### src/sv/elastic_collision_resolve_2d_core_assert.svh
// assertion macros for the elastic collision core
// expects aclk and aresetn in the scope where a macro is used
`ifndef ELASTIC_COLLISION_RESOLVE_2D_CORE_ASSERT_SVH
`define ELASTIC_COLLISION_RESOLVE_2D_CORE_ASSERT_SVH
`ifndef SYNTHESIS
`define ECR_ASSERT_IMPLY(lbl, ante, cons) \
    lbl: assert property (@(posedge aclk) disable iff (!aresetn) (ante) |-> (cons)) \
        else $error("ecr: implication check failed");
`define ECR_ASSERT_NEXT(lbl, ante, cons) \
    lbl: assert property (@(posedge aclk) disable iff (!aresetn) (ante) |=> (cons)) \
        else $error("ecr: next-cycle check failed");
`else
`define ECR_ASSERT_IMPLY(lbl, ante, cons)
`define ECR_ASSERT_NEXT(lbl, ante, cons)
`endif
`endif

### src/sv/ecr_pkg.sv
// shared widths, context type and saturation helpers for the collision core
// no dependencies
package ecr_pkg;

    localparam int POS_WIDTH = 24;
    localparam int VEL_WIDTH = 16;
    localparam int RAD_WIDTH = 16;
    localparam int SUM_W     = RAD_WIDTH + 1;
    // pairs further apart than 2^17 on either axis never overlap
    localparam int DIFF_W    = 18;
    localparam int D2_W      = 2 * DIFF_W;
    localparam int K_W       = 2 * DIFF_W;
    localparam int ROOT_W    = D2_W / 2;
    localparam int OV_W      = ROOT_W + 1;
    localparam int OX_W      = OV_W + DIFF_W;
    localparam int DIV_Q_W   = 18;
    localparam int DIV_DEN_W = D2_W;
    localparam int DIV_NUM_W = DIV_DEN_W + DIV_Q_W;
    localparam int SQRT_LAT  = ROOT_W;
    localparam int DIV_LAT   = DIV_Q_W + 1;
    localparam int PIPE_DEPTH = 4 + SQRT_LAT + 2 + DIV_LAT + 1;
    localparam int IN_DATA_W  = 4 * POS_WIDTH + 4 * VEL_WIDTH + 2 * RAD_WIDTH;
    localparam int OUT_DATA_W = 4 * POS_WIDTH + 4 * VEL_WIDTH;

    typedef struct packed {
        logic signed [POS_WIDTH-1:0] x1;
        logic signed [POS_WIDTH-1:0] y1;
        logic signed [POS_WIDTH-1:0] x2;
        logic signed [POS_WIDTH-1:0] y2;
        logic signed [VEL_WIDTH-1:0] v1x;
        logic signed [VEL_WIDTH-1:0] v1y;
        logic signed [VEL_WIDTH-1:0] v2x;
        logic signed [VEL_WIDTH-1:0] v2y;
        logic [SUM_W-1:0]            sum;
        logic                        hit;
        logic signed [DIFF_W-1:0]    dx;
        logic signed [DIFF_W-1:0]    dy;
        logic signed [K_W-1:0]       k;
        logic [D2_W-1:0]             d2;
    } ctx_t;

    function automatic logic signed [POS_WIDTH-1:0] sat_pos(
        input logic signed [POS_WIDTH+1:0] v);
        logic [2:0] top;
        top = v[POS_WIDTH+1:POS_WIDTH-1];
        if (top == 3'b000 || top == 3'b111)
            return v[POS_WIDTH-1:0];
        else if (v[POS_WIDTH+1])
            return {1'b1, {(POS_WIDTH-1){1'b0}}};
        else
            return {1'b0, {(POS_WIDTH-1){1'b1}}};
    endfunction

    function automatic logic signed [VEL_WIDTH-1:0] sat_vel(
        input logic signed [VEL_WIDTH+3:0] v);
        logic [4:0] top;
        top = v[VEL_WIDTH+3:VEL_WIDTH-1];
        if (top == 5'b00000 || top == 5'b11111)
            return v[VEL_WIDTH-1:0];
        else if (v[VEL_WIDTH+3])
            return {1'b1, {(VEL_WIDTH-1){1'b0}}};
        else
            return {1'b0, {(VEL_WIDTH-1){1'b1}}};
    endfunction

endpackage

### src/sv/ecr_div.sv
// pipelined rounding divider, halves away from zero, one quotient bit per stage
// depends on ecr_pkg
module ecr_div (
    input  logic                                 aclk,
    input  logic                                 en,
    input  logic signed [ecr_pkg::DIV_NUM_W-1:0] num,
    input  logic [ecr_pkg::DIV_DEN_W-1:0]        den,
    output logic signed [ecr_pkg::DIV_Q_W:0]     quo
);
    localparam int NW = ecr_pkg::DIV_NUM_W;
    localparam int DW = ecr_pkg::DIV_DEN_W;
    localparam int QW = ecr_pkg::DIV_Q_W;
    localparam int NS = QW + 1;

    logic [DW-1:0] rem_reg [NS];
    logic [QW-1:0] lo_reg  [NS];
    logic [QW-1:0] q_reg   [NS];
    logic [DW-1:0] den_reg [NS];
    logic          neg_reg [NS];
    logic [DW-1:0] rem_next [NS];
    logic [QW-1:0] lo_next  [NS];
    logic [QW-1:0] q_next   [NS];
    logic [DW-1:0] den_next [NS];
    logic          neg_next [NS];
    logic [DW:0]   trial [QW];
    logic [NW-1:0] mag;
    logic [NW-1:0] rnd;

    always_comb begin
        // magnitude plus half the divisor, then plain long division
        mag = num[NW-1] ? NW'(-num) : NW'(num);
        rnd = mag + NW'(den >> 1);
        rem_next[0] = rnd[NW-1:QW];
        lo_next[0]  = rnd[QW-1:0];
        q_next[0]   = '0;
        den_next[0] = den;
        neg_next[0] = num[NW-1];
        for (int j = 1; j < NS; j++) begin
            trial[j-1]  = {rem_reg[j-1], lo_reg[j-1][QW-1]};
            lo_next[j]  = lo_reg[j-1] << 1;
            den_next[j] = den_reg[j-1];
            neg_next[j] = neg_reg[j-1];
            if (trial[j-1] >= {1'b0, den_reg[j-1]}) begin
                rem_next[j] = DW'(trial[j-1] - {1'b0, den_reg[j-1]});
                q_next[j]   = {q_reg[j-1][QW-2:0], 1'b1};
            end else begin
                rem_next[j] = trial[j-1][DW-1:0];
                q_next[j]   = {q_reg[j-1][QW-2:0], 1'b0};
            end
        end
    end

    always_ff @(posedge aclk) begin
        if (en) begin
            for (int j = 0; j < NS; j++) begin
                rem_reg[j] <= rem_next[j];
                lo_reg[j]  <= lo_next[j];
                q_reg[j]   <= q_next[j];
                den_reg[j] <= den_next[j];
                neg_reg[j] <= neg_next[j];
            end
        end
    end

    assign quo = neg_reg[NS-1] ? -$signed({1'b0, q_reg[NS-1]}) : $signed({1'b0, q_reg[NS-1]});

endmodule

### config.mk
export PLATFORM = sky130hd
export DESIGN_NAME = ecr_div
export DESIGN_NICKNAME = d
export VERILOG_FILES = /design/src/sv/elastic_collision_resolve_2d_core_assert.svh /design/src/sv/ecr_pkg.sv /design/src/sv/ecr_div.sv
export SDC_FILE = /design/constraint.sdc
export NUM_CORES = 2
export LEC_CHECK = 0
export ABC_AREA = 1
export CORE_AREA = 5 5 437 439
export DETAILED_ROUTE_END_ITERATION = 6
export DIE_AREA = 0 0 442 444
export DONT_BUFFER_PORTS = 1
export MAX_ROUTING_LAYER = met4
export PLACE_DENSITY = 0.79
export SLEW_MARGIN = 10
export SYNTH_ARGS = -nofsm -noshare
export SYNTH_HDL_FRONTEND = slang
export SYNTH_SLANG_ARGS = --single-unit
### constraint.sdc
create_clock -name aclk -period 4.17 [get_ports aclk]
set_input_delay 0.417 -clock aclk [delete_from_list [all_inputs] [get_ports aclk]]
set_output_delay 0.417 -clock aclk [all_outputs]
set_load 0.05 [all_outputs]
==> impl_metrics.toml <==
[clocking]
cts_tree = "yes"
clkSinkCount = 1657
clk_latency_ns = 0.84
root_buffer = "clkbuf_16"
cts-htree-levels = 4
clk_pin_slew_ns = 0.06
cts_setup_buffers = 0
cts.path.max_buffers = 3
numCtsBuffers = 175
ctsResizeCount = 0

[detailed_routing]
dr.pass1.iters = 7
wl_mm = 326.1
vias = 83200
via_per_inst = 5.922
wire_per_inst_um = 23.21
first_iter_violations = 9884
antenna_left = 0
drc_errors = 1

[logic_synthesis]
syn_inst = 11200
synth_edf_count = 1657
synthArstFlopShare = 0
ys_ff_latch = 1657
syn-num-nets = 12000
synth_cell_types = 65
synth_area_per_cell_um2 = 9.104
ys.flop_type = "edfxtp_1"
synthesis.area_um2 = 102000
ys_warn_count = 0
ys_seq_area_frac = 0.4879

[layout]
fin_util = 0.5983
fin_area_um2 = 111800
syn2layout_area_growth_pct = 9.587
mostFrequentLayoutCell = "nand2_1"
final_cell_mix = "nand2_1, edfxtp_1, nor2_1, inv_1, a21oi_1"
fillers = 16010
final_cells = 14050
nets = 12200
drive_above_1_share = 0.05688
seq_area_um2 = 49760
multi_input_area_um2 = 46270

[global_route]
grt_max_degree = 115
grt_pass1_vias = 78060
antenna_found_initial = 4
grt_pass1_wl_mm = 485.8
gr-usage-all-layers = 0.3312
overflow = 0

[critical_path]
cp_slowest_cell = "edfxtp_1"
r2r-start = "den_reg[13][33]"
cp-end-kind = "primary output"
worstPathRequired_ns = 3.75
cp-start-kind = "flip-flop"
critical_path_buf_inv_count = 1
reg2reg_depth = 14
r2r-end = "rem_reg[14][3]"
cp_data_arrival_time_ns = 3.35
crit_family = "simple AND/OR/NAND/NOR gates"
worst_path_most_repeated_cell = "nor2_1"
critPathMaxFanout = 3
crit_type = "flip-flop to primary output"
cpPeakStageDelay_ns = 0.65
r2r_slack_ns = 0.58
crit_chain = "nor2_1 -> nand2_1 -> nor4_1 -> a21oi_1 -> nor2_1 -> nand2_1 -> nor2_1 -> xor2_1 -> buf_4"

[flow_run]
drv_cap = 0

[timing]
hold_violations = 0
maxSlewViolCount = 0
max_freq_ghz = 0.2657
fin_worst_skew_ns = 0.06209
setup_viol = 0
rsz0062_at_grt = "no"
relSlewSlack = 0.2637
finalSetupTns_ns = 0
fin_crit_ns = 3.763
worst-slew-pin-transition_ns = 1.097
period_share = 0.9024

[floorplanning]
start_util = 0.5460
dieArea_um2 = 196200
ioPinCount = 111
core_um2 = 186800
die_h_um = 444
die_w_um = 442
rows = 159

[power]
power.density_nw_per_um2 = 774.5
peakVddDrop_mv = 0.5140
p_leak_nw = 45.79
power_mw = 86.57

[worst_hold_path]
holdPathEnd = "den_reg[7][26]"
hp-start = "en"
hp-class = "input pin to flip-flop"
min_path_cells = 1

[placed_design]
dpl_cell_area_um2 = 105400
finalWeightedCongestion = 1.031
port_buffers = 0
dp_hpwl_mm = 260.8
dp.cells = 13680

[run_status]
violations = "design-rule violations"
outcome = "finished, violations left"
==> area by class of cell <==
| cell class | count | area share |
|---|---|---|
| clock inverter | 126 | 0.01327 |
| multi-input combinational | 8099 | 0.4139 |
| timing repair buffer | 152 | 0.01536 |
| antenna | 3 | 0.00006717 |
| tap | 2495 | 0.02793 |
| sequential | 1657 | 0.4452 |
| inverter | 1320 | 0.04433 |
| clock buffer | 197 | 0.03992 |
==> cell families after synthesis <==
logic type | count (synthesis) | synth area share
buffers and inverters | 1447 | 0.05850
flip-flops | 1657 | 0.4879
AO/OA/AOI/OAI | 2253 | 0.1267
multiplexers | 7 | 0.0007728
adder cells (fa/ha/maj) | 705 | 0.08781
XOR/XNOR | 574 | 0.04929
AND/OR/NAND/NOR | 4560 | 0.1891
==> timing repair <==
item                                    CTS  global route
hold buffers                             42             0
hold endpoints to repair                 52             0
endpoints found under the setup margin    0             0
==> metrics by stage <==
| step | setup WS [ns] | hold slack [ns] |
|---|---|---|
| 2_1_floorplan | 0.7298 | 0.4003 |
| 3_3_place_gp | 0.3390 | 0.4004 |
| 3_5_place_dp | 0.3830 | 0.4045 |
| 4_1_cts | 0.3717 | 0.003573 |
| 5_1_grt | 0.2246 | 0.03226 |
| 6_report | 0.4068 | 0.05621 |
==> metal layers <==
layer	vias to the layer above	share of wire	global-route usage	routed length, µm
met3	601	0.078	0.04529	25340
met2	3679	0.44	0.4926	142600
met5	-	0	-	0
met4	0	0.034	0.09856	11140
li1	39180	-	-	-
met1	39750	0.45	0.4764	147000
==> synthesized netlist by cell type, drive strengths merged (35+ instances only) <==
cell,count,area (µm²)
xor2,238,2085
a21oi,1211,6301
nand3,506,2638
o21bai,78,593.1
nand4,100,631.9
a31oi,154,963.4
inv,1319,4951
nor2,1575,6083
a21boi,38,292.8
nor3,173,963.4
ha,687,8596
o21ai,460,2400
nor4,97,663.1
a21o,181,1359
o21a,48,360.4
nand3b,35,262.8
nand2,2025,7734
buf,123,997.2
xnor2,336,2943
edfxtp,1657,49760
==> worst register-to-register path, delay by kind of cell (launching register included) <==
family	cells	cell delay, ns
buffers and inverters	4	0.64
flip-flops	1	0.44
AO/OA/AOI/OAI	1	0.29
AND/OR/NAND/NOR	8	1.64
adder cells (fa/ha/maj)	1	0.39
==> worst max-delay path by stage <==
stage                                 to  slack, ns  cells past startpoint    startpoint
after floorplan           rem_reg[0][34]       0.73                     18       num[53]
after global placement    rem_reg[0][27]       0.34                     18        num[1]
after detailed placement  rem_reg[0][31]       0.38                     22        num[1]
after CTS                        quo[17]       0.37                      9  q_reg[18][0]
after global routing             quo[17]       0.22                      9  q_reg[18][0]
final                            quo[17]       0.41                      9  q_reg[18][0]
==> power by group <==
group          switching (mW)  total [mW]  internal (mW)
clock network            7.03        16.1           9.02
registers                3.28        27.8           24.6
logic                    28.1        42.7           14.6
total                    38.4        86.6           48.2
Power figures use the tool's default switching activity.
