[config.mk]
export PLATFORM = sky130hd
export DESIGN_NAME = ecr_sqrt
export DESIGN_NICKNAME = d
export VERILOG_FILES = /design/src/sv/elastic_collision_resolve_2d_core_assert.svh /design/src/sv/ecr_pkg.sv /design/src/sv/ecr_sqrt.sv
export SDC_FILE = /design/constraint.sdc
export NUM_CORES = 1
export LEC_CHECK = 0
export ABC_CLOCK_PERIOD_IN_PS = 6600
export BUFFER_PORTS_ARGS = -buffer_cell sky130_fd_sc_hd__buf_2
export CAP_MARGIN = 20
export CELL_PAD_IN_SITES_DETAIL_PLACEMENT = 2
export CELL_PAD_IN_SITES_GLOBAL_PLACEMENT = 2
export CORE_MARGIN = 8
export CORE_UTILIZATION = 38
export DETAILED_ROUTE_END_ITERATION = 7
export PLACE_DENSITY_LB_ADDON = 0.2
export SYNTH_ARGS = -nofsm -noshare
export SYNTH_HDL_FRONTEND = slang
export SYNTH_SLANG_ARGS = --single-unit
[constraint.sdc]
create_clock -name aclk -period 6.6 [get_ports aclk]
set_clock_uncertainty 0.05 [all_clocks]
set_input_delay 1.32 -clock aclk [delete_from_list [all_inputs] [get_ports aclk]]
set_output_delay 1.32 -clock aclk [all_outputs]
set_load 0.01 [all_outputs]
[src/sv/elastic_collision_resolve_2d_core_assert.svh]
// assertion macros for the elastic collision core
// expects aclk and aresetn in the scope where a macro is used
`ifndef ELASTIC_COLLISION_RESOLVE_2D_CORE_ASSERT_SVH
`define ELASTIC_COLLISION_RESOLVE_2D_CORE_ASSERT_SVH
`ifndef SYNTHESIS
`define ECR_ASSERT_IMPLY(lbl, ante, cons) \
    lbl: assert property (@(posedge aclk) disable iff (!aresetn) (ante) |-> (cons)) \
        else $error("ecr: implication check failed");
`define ECR_ASSERT_NEXT(lbl, ante, cons) \
    lbl: assert property (@(posedge aclk) disable iff (!aresetn) (ante) |=> (cons)) \
        else $error("ecr: next-cycle check failed");
`else
`define ECR_ASSERT_IMPLY(lbl, ante, cons)
`define ECR_ASSERT_NEXT(lbl, ante, cons)
`endif
`endif

[src/sv/ecr_pkg.sv]
// shared widths, context type and saturation helpers for the collision core
// no dependencies
package ecr_pkg;

    localparam int POS_WIDTH = 24;
    localparam int VEL_WIDTH = 16;
    localparam int RAD_WIDTH = 16;
    localparam int SUM_W     = RAD_WIDTH + 1;
    // pairs further apart than 2^17 on either axis never overlap
    localparam int DIFF_W    = 18;
    localparam int D2_W      = 2 * DIFF_W;
    localparam int K_W       = 2 * DIFF_W;
    localparam int ROOT_W    = D2_W / 2;
    localparam int OV_W      = ROOT_W + 1;
    localparam int OX_W      = OV_W + DIFF_W;
    localparam int DIV_Q_W   = 18;
    localparam int DIV_DEN_W = D2_W;
    localparam int DIV_NUM_W = DIV_DEN_W + DIV_Q_W;
    localparam int SQRT_LAT  = ROOT_W;
    localparam int DIV_LAT   = DIV_Q_W + 1;
    localparam int PIPE_DEPTH = 4 + SQRT_LAT + 2 + DIV_LAT + 1;
    localparam int IN_DATA_W  = 4 * POS_WIDTH + 4 * VEL_WIDTH + 2 * RAD_WIDTH;
    localparam int OUT_DATA_W = 4 * POS_WIDTH + 4 * VEL_WIDTH;

    typedef struct packed {
        logic signed [POS_WIDTH-1:0] x1;
        logic signed [POS_WIDTH-1:0] y1;
        logic signed [POS_WIDTH-1:0] x2;
        logic signed [POS_WIDTH-1:0] y2;
        logic signed [VEL_WIDTH-1:0] v1x;
        logic signed [VEL_WIDTH-1:0] v1y;
        logic signed [VEL_WIDTH-1:0] v2x;
        logic signed [VEL_WIDTH-1:0] v2y;
        logic [SUM_W-1:0]            sum;
        logic                        hit;
        logic signed [DIFF_W-1:0]    dx;
        logic signed [DIFF_W-1:0]    dy;
        logic signed [K_W-1:0]       k;
        logic [D2_W-1:0]             d2;
    } ctx_t;

    function automatic logic signed [POS_WIDTH-1:0] sat_pos(
        input logic signed [POS_WIDTH+1:0] v);
        logic [2:0] top;
        top = v[POS_WIDTH+1:POS_WIDTH-1];
        if (top == 3'b000 || top == 3'b111)
            return v[POS_WIDTH-1:0];
        else if (v[POS_WIDTH+1])
            return {1'b1, {(POS_WIDTH-1){1'b0}}};
        else
            return {1'b0, {(POS_WIDTH-1){1'b1}}};
    endfunction

    function automatic logic signed [VEL_WIDTH-1:0] sat_vel(
        input logic signed [VEL_WIDTH+3:0] v);
        logic [4:0] top;
        top = v[VEL_WIDTH+3:VEL_WIDTH-1];
        if (top == 5'b00000 || top == 5'b11111)
            return v[VEL_WIDTH-1:0];
        else if (v[VEL_WIDTH+3])
            return {1'b1, {(VEL_WIDTH-1){1'b0}}};
        else
            return {1'b0, {(VEL_WIDTH-1){1'b1}}};
    endfunction

endpackage

[src/sv/ecr_sqrt.sv]
// pipelined integer square root, one result bit per stage
// depends on ecr_pkg
module ecr_sqrt (
    input  logic                          aclk,
    input  logic                          en,
    input  logic [ecr_pkg::D2_W-1:0]      d2,
    output logic [ecr_pkg::ROOT_W-1:0]    root
);
    localparam int N = ecr_pkg::ROOT_W;
    localparam int W = ecr_pkg::D2_W;

    logic [W-1:0] v_reg [N];
    logic [W-1:0] r_reg [N];
    logic [W-1:0] v_next [N];
    logic [W-1:0] r_next [N];
    logic [W-1:0] v_in [N];
    logic [W-1:0] r_in [N];
    logic [W-1:0] bit_c [N];
    logic [W:0]   trial [N];

    always_comb begin
        for (int j = 0; j < N; j++) begin
            v_in[j]  = (j == 0) ? d2 : v_reg[(j == 0) ? 0 : j - 1];
            r_in[j]  = (j == 0) ? '0 : r_reg[(j == 0) ? 0 : j - 1];
            bit_c[j] = W'(1) << (2 * (N - 1 - j));
            trial[j] = {1'b0, r_in[j]} + {1'b0, bit_c[j]};
            if ({1'b0, v_in[j]} >= trial[j]) begin
                v_next[j] = v_in[j] - trial[j][W-1:0];
                r_next[j] = (r_in[j] >> 1) + bit_c[j];
            end else begin
                v_next[j] = v_in[j];
                r_next[j] = r_in[j] >> 1;
            end
        end
    end

    always_ff @(posedge aclk) begin
        if (en) begin
            for (int j = 0; j < N; j++) begin
                v_reg[j] <= v_next[j];
                r_reg[j] <= r_next[j];
            end
        end
    end

    assign root = r_reg[N-1][N-1:0];

endmodule

==> summary.txt, run 1 <==
CTS tree: done
Slew headroom: 27.6%
Crit. End Element: flip-flop
design area: 0.0414 mm2
Initial DRT Pass Iterations: 5
min cycle time layout: 4.12 ns
Mapped Nets: 3026
via count: 22639
setup TNS: 0 ns
Root Buffer Master: clkbuf_16
ys async rst share: 0%
Primary FF master, synth: edfxtp_1
Worst Slack Setup Final: 2.48 ns
Crit path required time: 6.95 ns
register area share after synthesis: 64.3%
top-count cell post-synth: edfxtp_1
number of global-route vias before repair: 25414
synth top area cells: edfxtp_1 (64%), ha_1 (6.3%), xnor2_1 (3.3%)
hold path depth: 0
DR vias/cell: 5.29
Worst-Skew Late Latency: 0.68 ns
cell leakage power: 15.4 nW
Pwr Total: 14.0 mW
dpl cell area: 0.0385 mm2
critical path class: flip-flop to flip-flop
wirelength, routed: 99.7 mm
Final ANT Viol Nets: 0
Final setup viols: 0
hold_buf cts: 0
max reg flops: 612
Layout Nets: 3152
Cell variety after synth: 78
worst-case clock buffer depth: 3
crit path DAT: 4.47 ns
n_diodes: 0
Worst IR Drop VDD: 0.306 mV
average routed wire per standard cell: 23.3 um
FF-to-FF path depth: 10
standard-cell rows: 114
final hold vios: 0
largest net degree at the start of global routing: 171
Post-synth EDFFs: 783
post-synthesis register bit count: 783
DRC viols: 0
achievable frequency: 243 MHz
CTS clk-pin slew, worst paths: 0.06 ns
clk sinks: 783
Power Density: 339 mW/mm2
Post-CTS Resized: 0
period utilization: 62.4%
Post-DP HPWL: 73.8 mm
Final Max Slew Viols: 0
I/O pins: 56
die footprint: 0.106 mm2
CP Max Fanout: 23
Starting Density: 38.1%
Max-Cap Viols: 0
first-pass GRT wire length: 153 mm
RSZ-0062 raised after global routing: false
mean post-synth cell area: 13.1 um2
Area Overhead vs Synth: 13.3%
dpl ws: 2.48 ns
area share of the leading cell type in the synthesized netlist: 64.3%
worst slew pin tran: 1.08 ns
H-tree levels: 3
Netlist Area Pre-Place: 0.0366 mm2
layout cell share with drive strength beyond 1: 8.40%
Hold Slack: 0.394 ns
Cells after Synth: 2803
Synthesis Warnings: 0
Worst Hold Class: flip-flop to flip-flop
setup bufs post-CTS: 0
antenna violations before repair: 0
core area: 0.0960 mm2
Post-synth top cells: edfxtp_1 (783), inv_1 (231), nand2_1 (213)
Overflow after GRT: 0
CP startpoint kind: flip-flop
die width: 326 um
PortBufs: 55
GP Congestion: 0.836
TritonCTS Buffers: 89
DR iter-0 viols: 1146
Synth area leader: edfxtp_1
status: complete, no violations
Die Ht: 326 um
Tot GR Track Use: 18.4%
[final timing paths]
check                                      to  slack (ns)    startpoint
worst max register to register  v_reg[16][29]        2.48  v_reg[15][4]
worst min-delay path             v_reg[11][7]        0.39  v_reg[10][7]
worst min register to register   v_reg[11][7]        0.39  v_reg[10][7]
worst max-delay path            v_reg[16][29]        2.48  v_reg[15][4]
[routing by layer]
metal	part of all wire, %	GRT usage [%]	vias to the layer above	routed length [um]
li1	-	-	10669	-
met1	40	20.5	11453	39800
met2	53	34.9	331	53200
met3	2.8	2.77	186	2770
met4	4.0	6.98	0	3950
met5	0	0	-	0
[per-stage QoR]
step	std cells	util [%]
6_report	4276	43.2
2_1_floorplan	2803	-
4_1_cts	4274	43.2
3_5_place_dp	4112	40.1
3_3_place_gp	4110	40.1
5_1_grt	4276	43.2
[cell families after synthesis]
| kind of cell | count (synthesis) | share of synthesized area (%) |
|---|---|---|
| adders and majority gates | 185 | 6.33 |
| and+or+nand+nor | 805 | 11.4 |
| buffers and inverters | 271 | 2.82 |
| xor gates and xnor gates | 253 | 6.06 |
| AOI/OAI and AO/OA | 481 | 8.30 |
| muxes | 25 | 0.780 |
| DFF | 783 | 64.3 |
[critical path: stages, from the launching register on]
cell and delay (ns):
edfxtp_1 0.39, ha_1 0.26, or3_1 0.38, o22a_1 0.26, a22oi_1 0.43, a211oi_1 0.15
and4b_1 0.97, inv_2 0.36, and3_1 0.36, nand3b_1 0.14, xnor2_1 0.07
[area by class of cell]
| class | instances | area [um2] |
|---|---|---|
| timing repair buffer | 72 | 463 |
| sequential | 783 | 23500 |
| clock buffer | 103 | 2280 |
| multi-input combinational | 1749 | 12000 |
| tap | 1276 | 1600 |
| fill | 9487 | 54500 |
| clock inverter | 59 | 673 |
| inverter | 234 | 878 |
[cells in the final DEF (no fill, tap or decap), drive strengths merged, types with 8 or more instances in the layout]
master,count
nor4b,12
nor4,84
xnor2,138
xor2,115
o21bai,13
o21a,39
a21o,46
and2,9
mux2i,9
nand3b,18
nand2b,34
mux2,16
nand4,30
ha,185
or2,12
nor2b,21
o21ai,144
inv,234
buf,71
a21oi,137
or3,30
clkbuf,104
nor3,79
nand2,213
a211oi,14
and4b,9
nand3,47
nor2,155
and3,9
or4,16
bufinv,10
o31ai,20
nand4b,9
edfxtp,783
a211o,8
clkinv,46
[power by group]
part | switching, mW | total [mW] | internal [mW]
clock | 2.10 | 4.99 | 2.89
sequential | 0.509 | 6.77 | 6.26
combinational | 1.37 | 2.28 | 0.915
(Power assumes the default switching activity.)
==> run 2: changes to the inputs <==
--- a/config.mk
+++ b/config.mk
@@ -5,7 +5,7 @@
 export SDC_FILE = /design/constraint.sdc
 export NUM_CORES = 1
 export LEC_CHECK = 0
-export ABC_CLOCK_PERIOD_IN_PS = 6600
+export ABC_CLOCK_PERIOD_IN_PS = 3400
 export BUFFER_PORTS_ARGS = -buffer_cell sky130_fd_sc_hd__buf_2
 export CAP_MARGIN = 20
 export CELL_PAD_IN_SITES_DETAIL_PLACEMENT = 2
==> constraint.sdc (replaced) <==
create_clock -name aclk -period 3.4 [get_ports aclk]
set_clock_uncertainty 0.05 [all_clocks]
set_input_delay 0.68 -clock aclk [delete_from_list [all_inputs] [get_ports aclk]]
set_output_delay 0.68 -clock aclk [all_outputs]
set_load 0.01 [all_outputs]
==> summary.txt, run 2 (synthesis results as in run 1) <==
worst slew pin tran: 0.794 ns
Layout Nets: 3233
Worst Slack Setup Final: 0.0916 ns
Crit path required time: 3.75 ns
CP Cell Sequence: ha_1, nand4b_1, nor4_2, nand4_1, nor4_1, or4_1, or4b_2, nor3_1, xor2_1
die footprint: 0.106 mm2
achievable frequency: 302 MHz
most common cell after layout, fill and taps aside: edfxtp_1
via count: 23203
antenna violations before repair: 2
standard-cell rows: 114
DRC viols: 0
status: complete, no violations
first-pass GRT wire length: 161 mm
Starting Density: 38.1%
layout cell share with drive strength beyond 1: 11.3%
most frequent cells in the layout: edfxtp_1 (783), inv_1 (231), nand2_1 (213)
max reg flops: 612
reg-to-reg setup timing slack: 0.09 ns
Worst Hold Path EP: v_reg[0][20]
Root Buffer Master: clkbuf_16
H-tree levels: 3
Final ANT Viol Nets: 0
I/O pins: 56
WP buf/inv: 0
Initial DRT Pass Iterations: 4
Hold Startpoint: d2[20]
Flop pwr share: 47.0%
Area Overhead vs Synth: 16.2%
CP startpoint kind: flip-flop
Power Density: 660 mW/mm2
GP Congestion: 0.846
Worst-Skew Late Latency: 0.69 ns
period utilization: 97.3%
crit path DAT: 3.65 ns
critical path class: flip-flop to flip-flop
Critical Path Start: v_reg[5][25]
Slew headroom: 46.6%
TritonCTS Buffers: 92
min cycle time layout: 3.31 ns
PortBufs: 55
clk sinks: 783
fin util: 44.3%
CTS clk-pin slew, worst paths: 0.06 ns
Hold Slack: 0.105 ns
hold_buf cts: 0
average routed wire per standard cell: 23.9 um
reg-to-reg critical path endpoint: v_reg[6][35]
switching share of power: 28.2%
hold path depth: 1
Power Internal: 20.1 mW
Post-DP HPWL: 77.0 mm
cell leakage power: 16.0 nW
Max-Cap Viols: 0
Crit. End Element: flip-flop
Worst Hold Class: input pin to flip-flop
FF-to-FF path depth: 9
Clock Power Share: 36.5%
CTS tree: done
Final setup viols: 0
DR iter-0 viols: 1017
Final Max Slew Viols: 0
worst-case clock buffer depth: 3
worst r2r src: v_reg[5][25]
Net Switching: 7.91 mW
wirelength, routed: 104 mm
slowest stage cell, crit path: or4b_2
Worst IR Drop VDD: 0.450 mV
logic gate share of total power: 16.6%
die width: 326 um
Tot GR Track Use: 19.3%
Worst path max stage delay: 0.64 ns
CP delay by family, top: simple AND/OR/NAND/NOR gates
dpl ws: 0.00300 ns
core area: 0.0960 mm2
DR vias/cell: 5.32
Die Ht: 326 um
CP Max Fanout: 4
Overflow after GRT: 0
number of global-route vias before repair: 26379
final hold vios: 0
largest net degree at the start of global routing: 69
n_diodes: 0
## run 2: cell count changes in the layout (fill, tap and decap cells not counted), moves of 4 or more
cell and change:
clkbuf_1 +5, buf_4 +68, clkinv_1 -4, buf_12 +14
## run 2: layout make-up
cell class / instances / area (um2)
Clock buffer: 111 / 2370
Clock inverter: 58 / 761
Fill cell: 9433 / 53500
Inverter: 234 / 878
Multi-Input combinational cell: 1749 / 12100
Sequential cell: 783 / 23500
Tap cell: 1276 / 1600
Timing Repair Buffer: 150 / 1220
## run 2: power groups by stage
stage               Sequential [mW]  Clock, mW  Combinational, mW
finish                         13.2       10.2               4.64
global route                   13.3       10.8               5.14
CTS                            13.2       10.5               4.68
detailed placement             13.4          0               4.57
global placement               13.3          0               4.29
floorplan                      12.8          0               3.06
## run 2: worst max-delay path by stage
| stage | depth (start not counted) | endpoint | slack, ns |
|---|---|---|---|
| floorplan | 9 | v_reg[16][34] | 0.24 |
| global placement | 11 | v_reg[15][24] | 0.04 |
| detailed placement | 11 | v_reg[15][24] | 0.003 |
| CTS | 12 | v_reg[15][24] | 0.03 |
| global route | 12 | v_reg[15][24] | -0.01 |
| finish | 9 | v_reg[6][35] | 0.09 |
## run 2: stage by stage
step | instances | setup TNS, ns | cell area, um2 | total power [mW]
after global placement | 4190 | 0 | 39200 | 17.6
after detailed placement | 4190 | 0 | 39200 | 17.9
after floorplan | 2803 | 0 | 36600 | 15.9
after global routing | 4361 | -0.0180 | 42500 | 29.2
final | 4361 | 0 | 42500 | 28.0
after CTS | 4359 | 0 | 42400 | 28.4
## run 2: layer usage
metal | vias up | GRT usage (%) | wire length (um)
li1 | 10843 | - | -
met1 | 11858 | 21.1 | 40300
met2 | 333 | 38.1 | 58200
met3 | 169 | 2.87 | 2930
met4 | 0 | 5.66 | 2930
met5 | - | 0 | 0
## run 2: what timing repair did
item	in CTS	in global routing
setup endpoints to repair	9	42
pin swaps	0	2
resized for setup	3	19
setup buffers	0	2
